===== src/hw/rtl/earliest_free_counter_dispatch_core_defines.svh =====
// ----------------------------------------------------------------------------
// Earliest-free counter dispatch: assertion macros
// Concurrent assertion wrappers, clocked on clk_i and disabled during reset.
// ----------------------------------------------------------------------------
`ifndef EARLIEST_FREE_COUNTER_DISPATCH_CORE_DEFINES_SVH
`define EARLIEST_FREE_COUNTER_DISPATCH_CORE_DEFINES_SVH

`ifndef SYNTHESIS
// Property that must hold at every clock edge outside reset.
`define EFCD_ASSERT(lbl, prop, msg) \
  lbl: assert property (@(posedge clk_i) disable iff (!rst_ni) (prop)) else $error(msg);
// Antecedent in one cycle implies consequent in the next.
`define EFCD_ASSERT_NEXT(lbl, ante, cons, msg) \
  lbl: assert property (@(posedge clk_i) disable iff (!rst_ni) (ante) |=> (cons)) else $error(msg);
`else
`define EFCD_ASSERT(lbl, prop, msg)
`define EFCD_ASSERT_NEXT(lbl, ante, cons, msg)
`endif

`endif


===== src/hw/rtl/efcd_pkg.sv =====
// ----------------------------------------------------------------------------
// Earliest-free counter dispatch: shared package
// Widths, scan result type and the saturating busy-time add.
// ----------------------------------------------------------------------------
package efcd_pkg;

  localparam int BusyW  = 32;
  localparam int TimeW  = 16;
  localparam int CntW   = 5;
  // Wide enough for any counter index up to 256 counters.
  localparam int IdxW   = 8;

  typedef struct packed {
    logic             done;
    logic [IdxW-1:0]  idx;
    logic [BusyW-1:0] val;
  } scan_res_t;

  function automatic logic [BusyW-1:0] sat_add(logic [BusyW-1:0] a, logic [TimeW-1:0] b);
    logic [BusyW:0] s;
    s = {1'b0, a} + {{(BusyW-TimeW+1){1'b0}}, b};
    return s[BusyW] ? {BusyW{1'b1}} : s[BusyW-1:0];
  endfunction

endpackage


===== src/hw/rtl/efcd_ram.sv =====
// ----------------------------------------------------------------------------
// Generic RAM
// One write port, one read port, read data registered.
// ----------------------------------------------------------------------------
module efcd_ram #(
  parameter int WIDTH = 32,
  parameter int DEPTH = 16,
  localparam int AddrW = (DEPTH > 1) ? $clog2(DEPTH) : 1
) (
  input  logic             clk_i,
  input  logic             we_i,
  input  logic [AddrW-1:0] waddr_i,
  input  logic [WIDTH-1:0] wdata_i,
  input  logic             re_i,
  input  logic [AddrW-1:0] raddr_i,
  output logic [WIDTH-1:0] rdata_o
);

  logic [WIDTH-1:0] mem_q [DEPTH];
  logic [WIDTH-1:0] rdata_q;

  always_ff @(posedge clk_i) begin
    if (we_i) begin
      mem_q[waddr_i] <= wdata_i;
    end
    if (re_i) begin
      rdata_q <= mem_q[raddr_i];
    end
  end

  assign rdata_o = rdata_q;

endmodule


===== src/hw/rtl/efcd_scan.sv =====
// ----------------------------------------------------------------------------
// Earliest-free counter dispatch: minimum scan
// Walks RAM entries 0..n-1, one read a cycle, and keeps the least value
// (first index wins on ties).
// ----------------------------------------------------------------------------
module efcd_scan #(
  parameter int MAX_COUNTERS = 16,
  localparam int AddrW = (MAX_COUNTERS > 1) ? $clog2(MAX_COUNTERS) : 1
) (
  input  logic                     clk_i,
  input  logic                     rst_ni,
  input  logic                     start_i,
  input  logic [AddrW-1:0]         last_i,
  input  logic [efcd_pkg::BusyW-1:0] rdata_i,
  output logic                     re_o,
  output logic [AddrW-1:0]         raddr_o,
  output efcd_pkg::scan_res_t      res_o
);
  import efcd_pkg::*;

  logic             issue_q, issue_d;
  logic [AddrW-1:0] addr_q, addr_d;
  logic             rdv_q;
  logic [AddrW-1:0] rd_idx_q;
  logic [AddrW-1:0] best_idx_q, best_idx_d;
  logic [BusyW-1:0] best_val_q, best_val_d;
  logic             take;

  always_comb begin
    issue_d = issue_q;
    addr_d  = addr_q;
    if (start_i) begin
      issue_d = 1'b1;
      addr_d  = '0;
    end else if (issue_q) begin
      if (addr_q == last_i) begin
        issue_d = 1'b0;
      end else begin
        addr_d = addr_q + 1'b1;
      end
    end
  end

  // first entry seeds the minimum
  assign take       = (rd_idx_q == '0) || (rdata_i < best_val_q);
  assign best_idx_d = take ? rd_idx_q : best_idx_q;
  assign best_val_d = take ? rdata_i : best_val_q;

  always_ff @(posedge clk_i or negedge rst_ni) begin
    if (!rst_ni) begin
      issue_q <= 1'b0;
      rdv_q   <= 1'b0;
    end else begin
      issue_q <= issue_d;
      rdv_q   <= issue_q;
    end
  end

  always_ff @(posedge clk_i) begin
    addr_q   <= addr_d;
    rd_idx_q <= addr_q;
    if (rdv_q) begin
      best_idx_q <= best_idx_d;
      best_val_q <= best_val_d;
    end
  end

  assign re_o       = issue_q;
  assign raddr_o    = addr_q;
  assign res_o.done = rdv_q && (rd_idx_q == last_i);
  assign res_o.idx  = IdxW'(best_idx_d);
  assign res_o.val  = best_val_d;

endmodule


===== src/hw/rtl/earliest_free_counter_dispatch_core.sv =====
// ----------------------------------------------------------------------------
// Earliest-free counter dispatch core
// Hands jobs to the counter that is free first; busy-until times in a RAM.
// ----------------------------------------------------------------------------
// Usage:
//  - s_axis carries one item per job: tdata = service time, tuser = action
//    (0 dispatch, 1 clear all counters).
//  - m_axis returns one item per input item: assigned counter (0 on clear)
//    and the counter the next job would get.
//  - cfg_* writes the number of counters in use (0 acts as 1, values above
//    MAX_COUNTERS act as MAX_COUNTERS); write it only while the core is idle.
//  - Per item: clear goes straight to the result; a dispatch to an unused
//    counter writes it and, when it opens the last one, scans for the next
//    pick; a dispatch with all counters open writes the cached pick and scans
//    for the next, or scans twice right after a config write. The cost is
//    the one-entry-per-cycle minimum scan over the busy-until RAM read port.
//  - One item is in flight at a time; s_axis_tready_o is high only while
//    idle. A finished result sits in the output register, so the next item
//    is accepted while it waits; a stalled receiver only holds the core once
//    a second result is ready.
//  - Reset empties all counters (fill count to zero, RAM not swept) and sets
//    the counter count to 1. Entries past the fill count are never read.
// ----------------------------------------------------------------------------
`include "earliest_free_counter_dispatch_core_defines.svh"

module earliest_free_counter_dispatch_core #(
  parameter int MAX_COUNTERS = 16
) (
  input  logic        clk_i,
  input  logic        rst_ni,
  // slave side
  input  logic        s_axis_tvalid_i,
  output logic        s_axis_tready_o,
  input  logic [15:0] s_axis_tdata_i,   // [15:0] service_time
  input  logic        s_axis_tuser_i,   // [0] action
  // master side
  output logic        m_axis_tvalid_o,
  input  logic        m_axis_tready_i,
  output logic [15:0] m_axis_tdata_o,   // [4:0] assigned_counter,
                                        // [9:5] next_counter, [15:10] zero
  // configuration
  input  logic        cfg_valid_i,
  output logic        cfg_ready_o,
  input  logic [4:0]  cfg_data_i        // [4:0] num_counters
);
  import efcd_pkg::*;

  localparam int AddrW = (MAX_COUNTERS > 1) ? $clog2(MAX_COUNTERS) : 1;
  // active count never exceeds what the 5-bit register can hold
  localparam int NCap  = (MAX_COUNTERS > 31) ? 31 : MAX_COUNTERS;

  typedef enum logic [3:0] {
    ST_IDLE  = 4'b0001,
    ST_SCAN  = 4'b0010,
    ST_WRITE = 4'b0100,
    ST_FIN   = 4'b1000
  } state_e;

  state_e            state_q, state_d;
  logic [CntW-1:0]   num_q, num_d;
  logic [CntW-1:0]   opened_q, opened_d;    // fill count since last clear
  logic              phase_q, phase_d;      // 0: scan for pick, 1: scan for next
  logic              cache_vld_q, cache_vld_d;
  logic [AddrW-1:0]  cache_idx_q, cache_idx_d;
  logic [BusyW-1:0]  cache_val_q, cache_val_d;
  logic [AddrW-1:0]  idx_q, idx_d;
  logic [BusyW-1:0]  wval_q, wval_d;
  logic [TimeW-1:0]  t_q, t_d;
  logic [CntW-1:0]   asg_q, asg_d;
  logic [CntW-1:0]   nxt_q, nxt_d;
  logic              out_vld_q, out_vld_d;
  logic [CntW-1:0]   out_asg_q, out_asg_d;
  logic [CntW-1:0]   out_nxt_q, out_nxt_d;

  logic [CntW-1:0]   n;
  logic [CntW-1:0]   n_m1;
  logic [AddrW-1:0]  last_addr;
  logic              s_acc;
  logic              scan_start;
  logic              ram_we;
  logic              ram_re;
  logic [AddrW-1:0]  ram_raddr;
  logic [BusyW-1:0]  ram_rdata;
  scan_res_t         scan_res;

  // effective counter count
  always_comb begin
    if (num_q == '0) begin
      n = CntW'(1);
    end else if (num_q > CntW'(NCap)) begin
      n = CntW'(NCap);
    end else begin
      n = num_q;
    end
  end
  assign n_m1      = n - 1'b1;
  assign last_addr = AddrW'(n_m1);

  assign s_axis_tready_o = (state_q == ST_IDLE);
  assign s_acc           = s_axis_tvalid_i && s_axis_tready_o;
  assign cfg_ready_o     = 1'b1;

  always_comb begin
    state_d     = state_q;
    num_d       = num_q;
    opened_d    = opened_q;
    phase_d     = phase_q;
    cache_vld_d = cache_vld_q;
    cache_idx_d = cache_idx_q;
    cache_val_d = cache_val_q;
    idx_d       = idx_q;
    wval_d      = wval_q;
    t_d         = t_q;
    asg_d       = asg_q;
    nxt_d       = nxt_q;
    out_vld_d   = out_vld_q;
    out_asg_d   = out_asg_q;
    out_nxt_d   = out_nxt_q;
    scan_start  = 1'b0;
    ram_we      = 1'b0;

    if (out_vld_q && m_axis_tready_i) begin
      out_vld_d = 1'b0;
    end

    case (state_q)
      ST_IDLE: begin
        if (s_acc) begin
          t_d = s_axis_tdata_i;
          if (s_axis_tuser_i) begin
            // clear: fill count back to zero, RAM contents left stale
            opened_d    = '0;
            cache_vld_d = 1'b0;
            asg_d       = '0;
            nxt_d       = CntW'(1);
            state_d     = ST_FIN;
          end else if (opened_q < n) begin
            // lowest unused counter
            idx_d    = AddrW'(opened_q);
            wval_d   = {{(BusyW-TimeW){1'b0}}, s_axis_tdata_i};
            opened_d = opened_q + 1'b1;
            asg_d    = opened_q + 1'b1;
            state_d  = ST_WRITE;
          end else if (cache_vld_q) begin
            // pick known from the previous item's scan
            idx_d   = cache_idx_q;
            wval_d  = sat_add(cache_val_q, s_axis_tdata_i);
            asg_d   = CntW'(cache_idx_q) + 1'b1;
            state_d = ST_WRITE;
          end else begin
            phase_d    = 1'b0;
            scan_start = 1'b1;
            state_d    = ST_SCAN;
          end
        end
      end
      ST_SCAN: begin
        if (scan_res.done) begin
          if (!phase_q) begin
            idx_d   = AddrW'(scan_res.idx);
            wval_d  = sat_add(scan_res.val, t_q);
            asg_d   = CntW'(scan_res.idx) + 1'b1;
            state_d = ST_WRITE;
          end else begin
            nxt_d       = CntW'(scan_res.idx) + 1'b1;
            cache_idx_d = AddrW'(scan_res.idx);
            cache_val_d = scan_res.val;
            cache_vld_d = 1'b1;
            state_d     = ST_FIN;
          end
        end
      end
      ST_WRITE: begin
        // write lands before the next scan reads, so no forwarding needed
        ram_we      = 1'b1;
        cache_vld_d = 1'b0;
        if (opened_q < n) begin
          nxt_d   = opened_q + 1'b1;
          state_d = ST_FIN;
        end else begin
          phase_d    = 1'b1;
          scan_start = 1'b1;
          state_d    = ST_SCAN;
        end
      end
      ST_FIN: begin
        if (!out_vld_q || m_axis_tready_i) begin
          out_vld_d = 1'b1;
          out_asg_d = asg_q;
          out_nxt_d = nxt_q;
          state_d   = ST_IDLE;
        end
      end
      default: begin
        state_d = ST_IDLE;
      end
    endcase

    if (cfg_valid_i && cfg_ready_o) begin
      num_d       = cfg_data_i;
      cache_vld_d = 1'b0;
    end
  end

  always_ff @(posedge clk_i or negedge rst_ni) begin
    if (!rst_ni) begin
      state_q     <= ST_IDLE;
      num_q       <= CntW'(1);
      opened_q    <= '0;
      phase_q     <= 1'b0;
      cache_vld_q <= 1'b0;
      out_vld_q   <= 1'b0;
    end else begin
      state_q     <= state_d;
      num_q       <= num_d;
      opened_q    <= opened_d;
      phase_q     <= phase_d;
      cache_vld_q <= cache_vld_d;
      out_vld_q   <= out_vld_d;
    end
  end

  always_ff @(posedge clk_i) begin
    cache_idx_q <= cache_idx_d;
    cache_val_q <= cache_val_d;
    idx_q       <= idx_d;
    wval_q      <= wval_d;
    t_q         <= t_d;
    asg_q       <= asg_d;
    nxt_q       <= nxt_d;
    out_asg_q   <= out_asg_d;
    out_nxt_q   <= out_nxt_d;
  end

  efcd_ram #(
    .WIDTH (BusyW),
    .DEPTH (MAX_COUNTERS)
  ) u_busy_ram (
    .clk_i   (clk_i),
    .we_i    (ram_we),
    .waddr_i (idx_q),
    .wdata_i (wval_q),
    .re_i    (ram_re),
    .raddr_i (ram_raddr),
    .rdata_o (ram_rdata)
  );

  efcd_scan #(
    .MAX_COUNTERS (MAX_COUNTERS)
  ) u_scan (
    .clk_i   (clk_i),
    .rst_ni  (rst_ni),
    .start_i (scan_start),
    .last_i  (last_addr),
    .rdata_i (ram_rdata),
    .re_o    (ram_re),
    .raddr_o (ram_raddr),
    .res_o   (scan_res)
  );

  assign m_axis_tvalid_o = out_vld_q;
  assign m_axis_tdata_o  = {6'b0, out_nxt_q, out_asg_q};

  `EFCD_ASSERT(a_cache_only_when_full, cache_vld_q |-> (opened_q >= n), "cached pick while counters unused")
  `EFCD_ASSERT(a_scan_done_in_scan, scan_res.done |-> (state_q == ST_SCAN), "scan finished outside scan state")
  `EFCD_ASSERT(a_write_in_range, ram_we |-> (32'(idx_q) < 32'(n)), "write to inactive counter")
  `EFCD_ASSERT_NEXT(a_clear_to_fin, s_acc && s_axis_tuser_i, (state_q == ST_FIN) && (opened_q == '0), "clear did not finish")

endmodule


===== config.mk =====
export PLATFORM = sky130hd
export DESIGN_NAME = earliest_free_counter_dispatch_core
export DESIGN_NICKNAME = d
export VERILOG_FILES = /design/src/hw/rtl/efcd_pkg.sv /design/src/hw/rtl/efcd_ram.sv /design/src/hw/rtl/efcd_scan.sv /design/src/hw/rtl/earliest_free_counter_dispatch_core.sv
export VERILOG_INCLUDE_DIRS = /design/src /design/src/hw/rtl
export SDC_FILE = /design/constraint.sdc
export NUM_CORES = 1
export LEC_CHECK = 0
export BUFFER_PORTS_ARGS = -buffer_cell sky130_fd_sc_hd__buf_2
export CAP_MARGIN = 40
export CORE_MARGIN = 2
export CORE_UTILIZATION = 30
export CTS_BUF_LIST = sky130_fd_sc_hd__clkbuf_8
export DETAILED_ROUTE_END_ITERATION = 10
export HOLD_SLACK_MARGIN = 0.15
export PLACE_DENSITY = 0.45
export SKIP_CTS_REPAIR_TIMING = 1
export SLEW_MARGIN = 30
export SYNTH_ARGS = -nofsm -noshare
export SYNTH_HDL_FRONTEND = slang
export SYNTH_SLANG_ARGS = --single-unit

===== constraint.sdc =====
create_clock -name clk_i -period 7.5 [get_ports clk_i]
set_input_delay 0.375 -clock clk_i [delete_from_list [all_inputs] [get_ports clk_i]]
set_output_delay 0.375 -clock clk_i [all_outputs]
set_load 0.05 [all_outputs]

==> results of run 1 <==
==> metal layers <==
layer	global-route usage, %	wire (um)
met1	21.5	36800
met2	24.3	37100
met3	2.44	4050
met4	4.39	1450
met5	0	13
==> layout make-up <==
class | count | area [um2]
antenna | 1 | 2.50
clock buffer | 123 | 1690
clock inverter | 91 | 465
fill | 9499 | 65300
inverter | 62 | 233
multi-input combinational | 910 | 8760
sequential | 715 | 21300
tap | 1357 | 1700
timing repair buffer | 111 | 841
==> synth_stat cells (4+ instances only) <==
library cell,count,area (um2)
sky130_fd_sc_hd__a21o_1,10,75.1
sky130_fd_sc_hd__nand4_1,14,87.6
sky130_fd_sc_hd__ha_1,72,901
sky130_fd_sc_hd__o211ai_1,13,97.6
sky130_fd_sc_hd__nor2_1,76,285
sky130_fd_sc_hd__and3_1,11,68.8
sky130_fd_sc_hd__a21oi_1,76,380
sky130_fd_sc_hd__nand2b_1,9,56.3
sky130_fd_sc_hd__buf_2,5,25.0
sky130_fd_sc_hd__nor3_1,20,100
sky130_fd_sc_hd__xnor2_1,26,228
sky130_fd_sc_hd__dfxtp_1,8,160
sky130_fd_sc_hd__o21bai_1,8,60.1
sky130_fd_sc_hd__mux4_2,160,3600
sky130_fd_sc_hd__o21ai_1,8,40.0
sky130_fd_sc_hd__o22ai_1,12,75.1
sky130_fd_sc_hd__a22oi_1,11,82.6
sky130_fd_sc_hd__o21a_1,13,97.6
sky130_fd_sc_hd__inv_1,61,229
sky130_fd_sc_hd__nor4b_1,4,35.0
sky130_fd_sc_hd__a211oi_1,8,60.1
sky130_fd_sc_hd__a31o_2,4,35.0
sky130_fd_sc_hd__buf_1,15,56.3
sky130_fd_sc_hd__mux2i_1,11,110
sky130_fd_sc_hd__o21ai_0,91,455
sky130_fd_sc_hd__xor2_1,29,254
sky130_fd_sc_hd__nand3_1,33,165
sky130_fd_sc_hd__nand2_1,78,293
sky130_fd_sc_hd__a31oi_1,9,56.3
sky130_fd_sc_hd__nor2b_1,4,25.0
sky130_fd_sc_hd__edfxtp_1,688,20700
sky130_fd_sc_hd__buf_4,9,67.6
sky130_fd_sc_hd__or3_1,7,43.8
sky130_fd_sc_hd__dfrtp_1,17,425
sky130_fd_sc_hd__mux2_2,13,146
sky130_fd_sc_hd__clkbuf_1,42,158
sky130_fd_sc_hd__and4_1,4,35.0
==> registers in the layout (all words and copies together), names as in the netlist, 16 cells and up <==
register and flops:
cache_val_q 32, t_q 16, u_busy_ram.mem_q 512, u_busy_ram.rdata_o 32, u_scan.best_val_q 32, wval_q 32
==> power breakdown <==
| part | switching [uW] | leakage, uW | internal [uW] |
|---|---|---|---|
| clock network | 1560 | 0.00127 | 1610 |
| registers | 456 | 0.00656 | 5160 |
| logic | 2900 | 0.00382 | 1960 |
==> per-stage QoR <==
stage / utilization (%) / hold WS [ns] / worst slack, ns / area, um2
6_report: 34.9 / 0.194 / 1.74 / 35000
3_3_place_gp: 32.4 / 0.356 / 1.86 / 32500
5_1_grt: 34.9 / 0.259 / 1.17 / 35000
2_1_floorplan: - / 0.0794 / 2.66 / 30500
3_5_place_dp: 32.4 / 0.357 / 1.73 / 32500
4_1_cts: 34.5 / -0.476 / 1.74 / 34600
==> worst max-delay path, cell delays in order (launching register included) <==
cell and delay, ns:
sky130_fd_sc_hd__edfxtp_1 0.48, sky130_fd_sc_hd__ha_1 0.36, sky130_fd_sc_hd__and4_1 0.23, sky130_fd_sc_hd__nand2_1 0.08, sky130_fd_sc_hd__nor3_1 0.44, sky130_fd_sc_hd__o211a_1 0.32, sky130_fd_sc_hd__nor2_4 0.12, sky130_fd_sc_hd__o21ai_0 0.65
sky130_fd_sc_hd__ha_1 0.40, sky130_fd_sc_hd__o21a_1 0.23, sky130_fd_sc_hd__o211ai_1 0.30, sky130_fd_sc_hd__o21ba_2 0.24, sky130_fd_sc_hd__o21ai_1 0.32, sky130_fd_sc_hd__a211oi_1 0.13, sky130_fd_sc_hd__mux2_2 0.43, sky130_fd_sc_hd__nor2_1 0.54
sky130_fd_sc_hd__a22oi_1 0.20
==> final timing paths <==
path,startpoint,to,slack (ns),cells past startpoint
min,s_axis_tvalid_i,opened_q[3]$_DFFE_PN0P_,0.19,3
max,u_busy_ram.rdata_o[22]$_DFFE_PP_,wval_q[1]$_DFFE_PP_,1.74,16
max reg2reg,u_busy_ram.rdata_o[22]$_DFFE_PP_,wval_q[1]$_DFFE_PP_,1.74,16
max in group asynchronous,rst_ni,u_scan.re_o$_DFF_PN0_,5.53,4
min reg2reg,asg_q[4]$_DFFE_PP_,out_asg_q[4]$_DFFE_PP_,0.41,0
min in group asynchronous,rst_ni,opened_q[3]$_DFFE_PN0P_,0.56,3
==> cell usage in the layout, fill, tap and decap left out, drive strengths merged, types with 5 or more instances in the layout <==
cell	synthesis	routed
a211oi	8	8
a21o	10	10
a21oi	76	76
a22oi	11	11
a31oi	9	9
and3	11	11
buf	30	74
clkbuf	43	126
clkinv	1	40
conb	2	7
dfrtp	17	17
dfxtp	8	8
dlygate4sd3	0	34
edfxtp	688	688
ha	72	72
inv	61	108
mux2	13	13
mux2i	12	12
mux4	160	160
nand2	78	78
nand2b	9	9
nand3	33	33
nand4	14	14
nor2	77	77
nor3	21	21
nor4	5	5
o211ai	13	13
o21a	13	13
o21ai	99	99
o21bai	8	8
o22ai	13	13
or3	7	7
xnor2	26	26
xor2	29	29
==> cell families after synthesis <==
logic type                 count (synthesis)  share of synthesized area [%]
buffers and inverters                    135                           1.82
xor gates and xnor gates                  55                           1.58
DFF                                      715                           69.9
adders and majority gates                 74                           3.09
other                                      2                         0.0247
muxes                                    185                           12.7
and+or+nand+nor                          286                           4.61
AOI/OAI and AO/OA                        303                           6.21
==> results by stage, run 1 <==
Global routing:
- The total congestion overflow is 0.
- The number of global-route vias before repair came to 17,300.
- The overall track demand over capacity in global routing is 15.3%.
- The maximum number of pins on one net before global-route repair is 91.
- The initial antenna violation count is 6.
- The wire length of the first global-routing pass is 116 mm.

Pwr:
- For this design the ratio of total power to cell area is 390 mW/mm2.
- The peak supply drop is 0.000244 V.
- The static leakage power is 0.0116 uW.
- The post-route total power is 13,700 uW.

Setup path:
- In this run the worst path has a maximum fanout of 24.
- The worst setup path is launched from a register.
- The critical path in this run is classified as reg -> reg.
- The arrival time at the worst endpoint is 6.22 ns.
- The required time at the endpoint of the critical path is 7.95 ns.
- The worst setup path is captured at a register.

Floorplanning:
- The top-level port count is 46.
- The overall die height is 323 um.
- The placeable core region is 0.100 mm2.
- The die covers 0.104 mm2.
- The initial cell density of the core is 30.4%.
- The width of the chip is 323 um.
- The number of rows in the core area is 116.

Clock tree:
- CTS saw 715 sinks.
- Counting along the longest clock path gives a buffer depth of 3.
- The level count of the clock H-tree is 3.
- For the worst-skew pair, the clock arrives at the later sink with an insertion delay of 0.74 ns.
- TritonCTS built the clock tree.
- Clock-pin slew was measured on the worst setup and hold paths at 0.06 ns.
- Counting the buffers created by CTS gives 121.
- The cell sitting at the root of the clock tree is a sky130_fd_sc_hd__clkbuf_8.

Place:
- The number of instances in the placed design is 3,118.
- Buffers placed on the I/O ports in this run total 38.
- The placer congestion estimate is 0.834.
- The wire-length estimate of the detail-placed layout is 46.5 mm.

Synth:
- The share of the Yosys chip area taken by registers is 69.9%.
- In the synthesized netlist the async set-or-reset flop fraction comes to 2.66%.
- The number of different library cells in the post-synthesis netlist is 82.
- The synthesized design contains 715 register bits.
- Yosys mapped a number of flops with a built-in enable equal to 688.
- Synthesis handed over a netlist of 1,755 instances.
- The dominant register cell in the synthesized netlist is sky130_fd_sc_hd__edfxtp_1.
- The cell area after synthesis is 0.0305 mm2.
- The average cell area after synthesis is 17.4 um2.
- The Yosys step of the flow raised 0 warnings.

Timing:
- The worst pin sits at a relative slew slack of 38.7%.
- The max-slew violation total from the final report is 0.
- The transition at the pin with the smallest max-transition slack is 0.919 ns.
- The shortest clock period the worst path allows after layout is 5.76 ns.
- The total of endpoints with negative setup slack in the final report is 0.
- Between clock sinks in the finished design, the worst skew comes to 0.0469 ns.
- The share of the clock period used by the worst path after layout is 76.8%.
- Setup repair after global routing left no endpoint under its margin.
- The fmax is 0.174 GHz.
- Adding up every negative setup slack in the final design gives 0 ns.
- The number of hold-slack violations in the final timing report was 0.

Layout:
- The area growth from synthesis to layout is 14.9%.
- The share of post-route cells with drive strength above 1 is 21.9%.
- The filler-free cell count of the finished design is 3,370.
- The number of nets in the layout is 2,022.

Flow run:
- The tool flagged a number of max-cap violations equal to 0.

Detailed routing:
- The post-route antenna net violation count is 0.
- The total routed wirelength is 79.3 mm.
- The average vias per placed instance is 4.98.
- After detailed routing, the average wire length per cell comes to 23.5 um.
- The violation count after the first detailed-routing iteration is 1,376.
- The first-pass iteration count of the detailed router is 5.
- The remaining routing DRC violations is 0.
- The routed layout has 16,800 vias.

Hold path:
- The worst min-delay path class is in -> reg.

Run status:
- The run finished with clean final reports.
Power figures use the tool's default switching activity.
==> run 2: changes to the inputs <==
Settings changed: PLACE_DENSITY 0.45 to 0.47.
Clock period 7.5 ns to 4.7 ns, I/O delays scaled along.
==> run 2 against run 1 <==
Clock power grew 66%. Clock-buffer cell count rose by 1. Clock skew decreased by 0.0034 ns. Design area rose by 4.1%. Sequential power up 61%. First-iteration DRC count is 7.0% lower. Combinational power increased by 99%. Non-clock buffer count rose by 120. Global-route usage barely moved. Power grew 76%. Worst setup slack lost 1.7 ns. Critical path depth grew 3. Largest power group is now combinational cells.
==> results by stage, run 2 (same netlist as run 1, synthesis figures left out) <==
Timing:
- The transition at the pin with the smallest max-transition slack is 0.909 ns.
- The share of the clock period used by the worst path after layout is 98.7%.
- On the final layout, the worst hold slack is 0.273 ns.
- The number of hold-slack violations in the final timing report is 0.
- Between clock sinks in the finished design, the worst skew comes to 0.0435 ns.
- The total of endpoints with negative setup slack in the final report is 0.
- The total negative slack is 0 ns.
- The smallest clock period supported by the final layout is computed as 4.64 ns.
- The tightest slew margin relative to the limit is 39.0%.
- Setup repair after global routing could not meet its margin everywhere.
- The fmax is 0.216 GHz.
- The max-slew violation total from the final report was 0.

Global routing:
- The total congestion overflow is 0.
- The overall track demand over capacity in global routing is 15.3%.
- met2 is the most crowded layer.
- For met3 alone, demand over resource in global routing was 2.47%.
- The met2 usage is 24.6%.
- The met1 track demand over resource is 21.3%.
- The initial antenna violation count is 3.
- The maximum number of pins on one net before global-route repair is 54.
- The first global-routing pass estimated 117 mm of wire.
- The number of global-route vias before repair is 17,700.

Detailed routing:
- The detailed-route wire length per cell is 22.9 um.
- In the routed design, unresolved DRC markers number 0.
- The first-pass iteration count of the detailed router is 7.
- The violation count after the first detailed-routing iteration is 1,279.
- The count of nets left with antenna violations once routing finished came out at 0.
- The average vias per placed instance is 4.99.
- Summing over every cut layer, the via total after detailed routing is 17,400.
- The routed design has 80.0 mm of wire.

Layout:
- The register with the most flip-flops in the layout has 512 of them.
- Leaving out fill and tap cells, the most frequent cell in the layout is sky130_fd_sc_hd__edfxtp_1.
- The net count of the finished layout is 2,141.
- u_busy_ram.mem_q holds more flip-flops than any other register.
- After filler insertion, the fill cell instance count of the layout stands at 9,375.
- The top cell types in the final layout, fill and taps aside, are sky130_fd_sc_hd__edfxtp_1, sky130_fd_sc_hd__mux4_2, sky130_fd_sc_hd__buf_4.
- Once layout is complete, the cells apart from fillers number 3,493.
- The final cell utilization of the core is 36.3%.
- Compared with the post-synthesis result, the final layout area differs by 19.6%.
- The share of post-route cells with drive strength above 1 is 28.6%.

Floorplanning:
- Measured along the x axis, the die boundary spans 323 um.
- The number of rows in the core area is 116.
- The placeable core region is 0.100 mm2.
- The die is 323 um tall.
- The initial cell density of the core is 30.4%.
- The full die area is 0.104 mm2.
- Pin placement for this block handled 46 I/O pins.

Clock tree:
- After clock tree synthesis, the clock-pin slew on the worst setup and hold paths is 0.06 ns.
- In this run the deepest clock path goes through 3 buffers.
- The clock tree from TritonCTS is done.
- The clock root buffer is sky130_fd_sc_hd__clkbuf_8.
- The H-tree was split into 3 levels.
- Counting the buffers created by CTS gives 120.
- The clock insertion delay at the later pin of the skew report is 0.75 ns.
- CTS saw 715 sinks.

Setup path:
- On the worst path, the slowest cell contributes a delay of 0.47 ns.
- The slowest stage of the critical path is the sky130_fd_sc_hd__edfxtp_1 cell.
- The required time at the endpoint of the critical path is 5.19 ns.
- The worst setup path is of the reg -> reg kind.
- Broken down by cell family, the worst path's largest delay share belongs to compound AO/OA/AOI/OAI gates.
- Traced cell by cell, the critical path runs through ha_4 > nand4_1 > buf_4 > o2bb2ai_4 > o211a_4 > nor2_4 > buf_12 > mux2_4 > ha_4 > inv_2 > fa_2 > nor2b_2 > o31a_1 > o21ba_4 > o21ai_4 > a211oi_2 > mux2_4 > and2_4 > or3_1.
- STA classifies the critical path startpoint as a register.
- Together, buffers and inverters on the worst path number 3.
- STA classifies the critical path endpoint as a register.
- In this run the worst path has a maximum fanout of 5.
- The arrival time at the worst endpoint is 5.13 ns.

Place:
- The number of instances in the placed design is 3,231.
- The congestion estimate from routability-driven global placement came to 0.879.
- Buffers placed on the I/O ports in this run total 38.
- Once detailed placement completed, the half-perimeter wirelength came to 49.7 mm.

Pwr:
- In this run the power density over the cells is 658 mW/mm2.
- The analysis attributes to cell leakage a power of 0.0123 uW.
- The peak supply drop is 0.000282 V.
- The post-route total power is 24,000 uW.

Flow run:
- The tool flagged a number of max-cap violations equal to 0.

Run status:
- The run finished with clean final reports.

Hold path:
- In this run the worst hold path is classified as in -> reg.
[run 2: report_power, final]
part	internal, uW	switching [uW]	total [uW]	leakage (uW)
clock network	2720	2530	5250	0.00128
registers	8230	822	9050	0.00656
logic	4570	5100	9670	0.00450
total	15500	8450	24000	0.0123
[run 2: stage by stage]
stage | setup WS [ns] | area (um2)
floorplan | 0.0145 | 30500
global placement | -0.361 | 33400
detailed placement | -0.442 | 33400
CTS | -0.503 | 35600
global route | -0.0702 | 36400
finish | 0.0603 | 36400
[run 2: worst reg2reg max path: stages, from the launching register on]
cell                        delay, ns
sky130_fd_sc_hd__edfxtp_1        0.47
sky130_fd_sc_hd__ha_4            0.32
sky130_fd_sc_hd__nand4_1         0.20
sky130_fd_sc_hd__buf_4           0.22
sky130_fd_sc_hd__o2bb2ai_4       0.21
sky130_fd_sc_hd__o211a_4         0.21
sky130_fd_sc_hd__nor2_4          0.04
sky130_fd_sc_hd__buf_12          0.14
sky130_fd_sc_hd__mux2_4          0.34
sky130_fd_sc_hd__ha_4            0.17
sky130_fd_sc_hd__inv_2           0.05
sky130_fd_sc_hd__fa_2            0.20
sky130_fd_sc_hd__nor2b_2         0.05
sky130_fd_sc_hd__o31a_1          0.32
sky130_fd_sc_hd__o21ba_4         0.22
sky130_fd_sc_hd__o21ai_4         0.23
sky130_fd_sc_hd__a211oi_2        0.11
sky130_fd_sc_hd__mux2_4          0.33
sky130_fd_sc_hd__and2_4          0.20
sky130_fd_sc_hd__or3_1           0.36
[run 2: routing by layer]
metal | wire length (um) | vias up
met1 | 37000 | 9146
met4 | 1770 | 0
met3 | 3860 | 133
met5 | 0 | -
met2 | 37300 | 490
li1 | - | 7644
[run 2: layout make-up]
type	count	area, um2	area share [%]
inverter	62	233	0.639
tap	1357	1700	4.66
timing repair buffer	231	1870	5.13
clock buffer	124	1710	4.69
antenna	1	2.50	0.00687
sequential	715	21300	58.5
clock inverter	93	548	1.50
multi-input combinational	910	9050	24.9
[run 2: worst paths after layout]
path / to / start / cells past startpoint / slack [ns]
min in group asynchronous: state_q[0]$_DFFE_PN1P_ / rst_ni / 3 / 0.56
hold / removal: t_q[13]$_DFFE_PP_ / s_axis_tdata_i[13] / 2 / 0.27
hold reg to reg: out_asg_q[2]$_DFFE_PP_ / asg_q[2]$_DFFE_PP_ / 0 / 0.40
max in group asynchronous: u_scan.re_o$_DFF_PN0_ / rst_ni / 4 / 2.84
setup reg to reg: wval_q[19]$_DFFE_PP_ / u_busy_ram.rdata_o[14]$_DFFE_PP_ / 19 / 0.06
setup / recovery: wval_q[19]$_DFFE_PP_ / u_busy_ram.rdata_o[14]$_DFFE_PP_ / 19 / 0.06
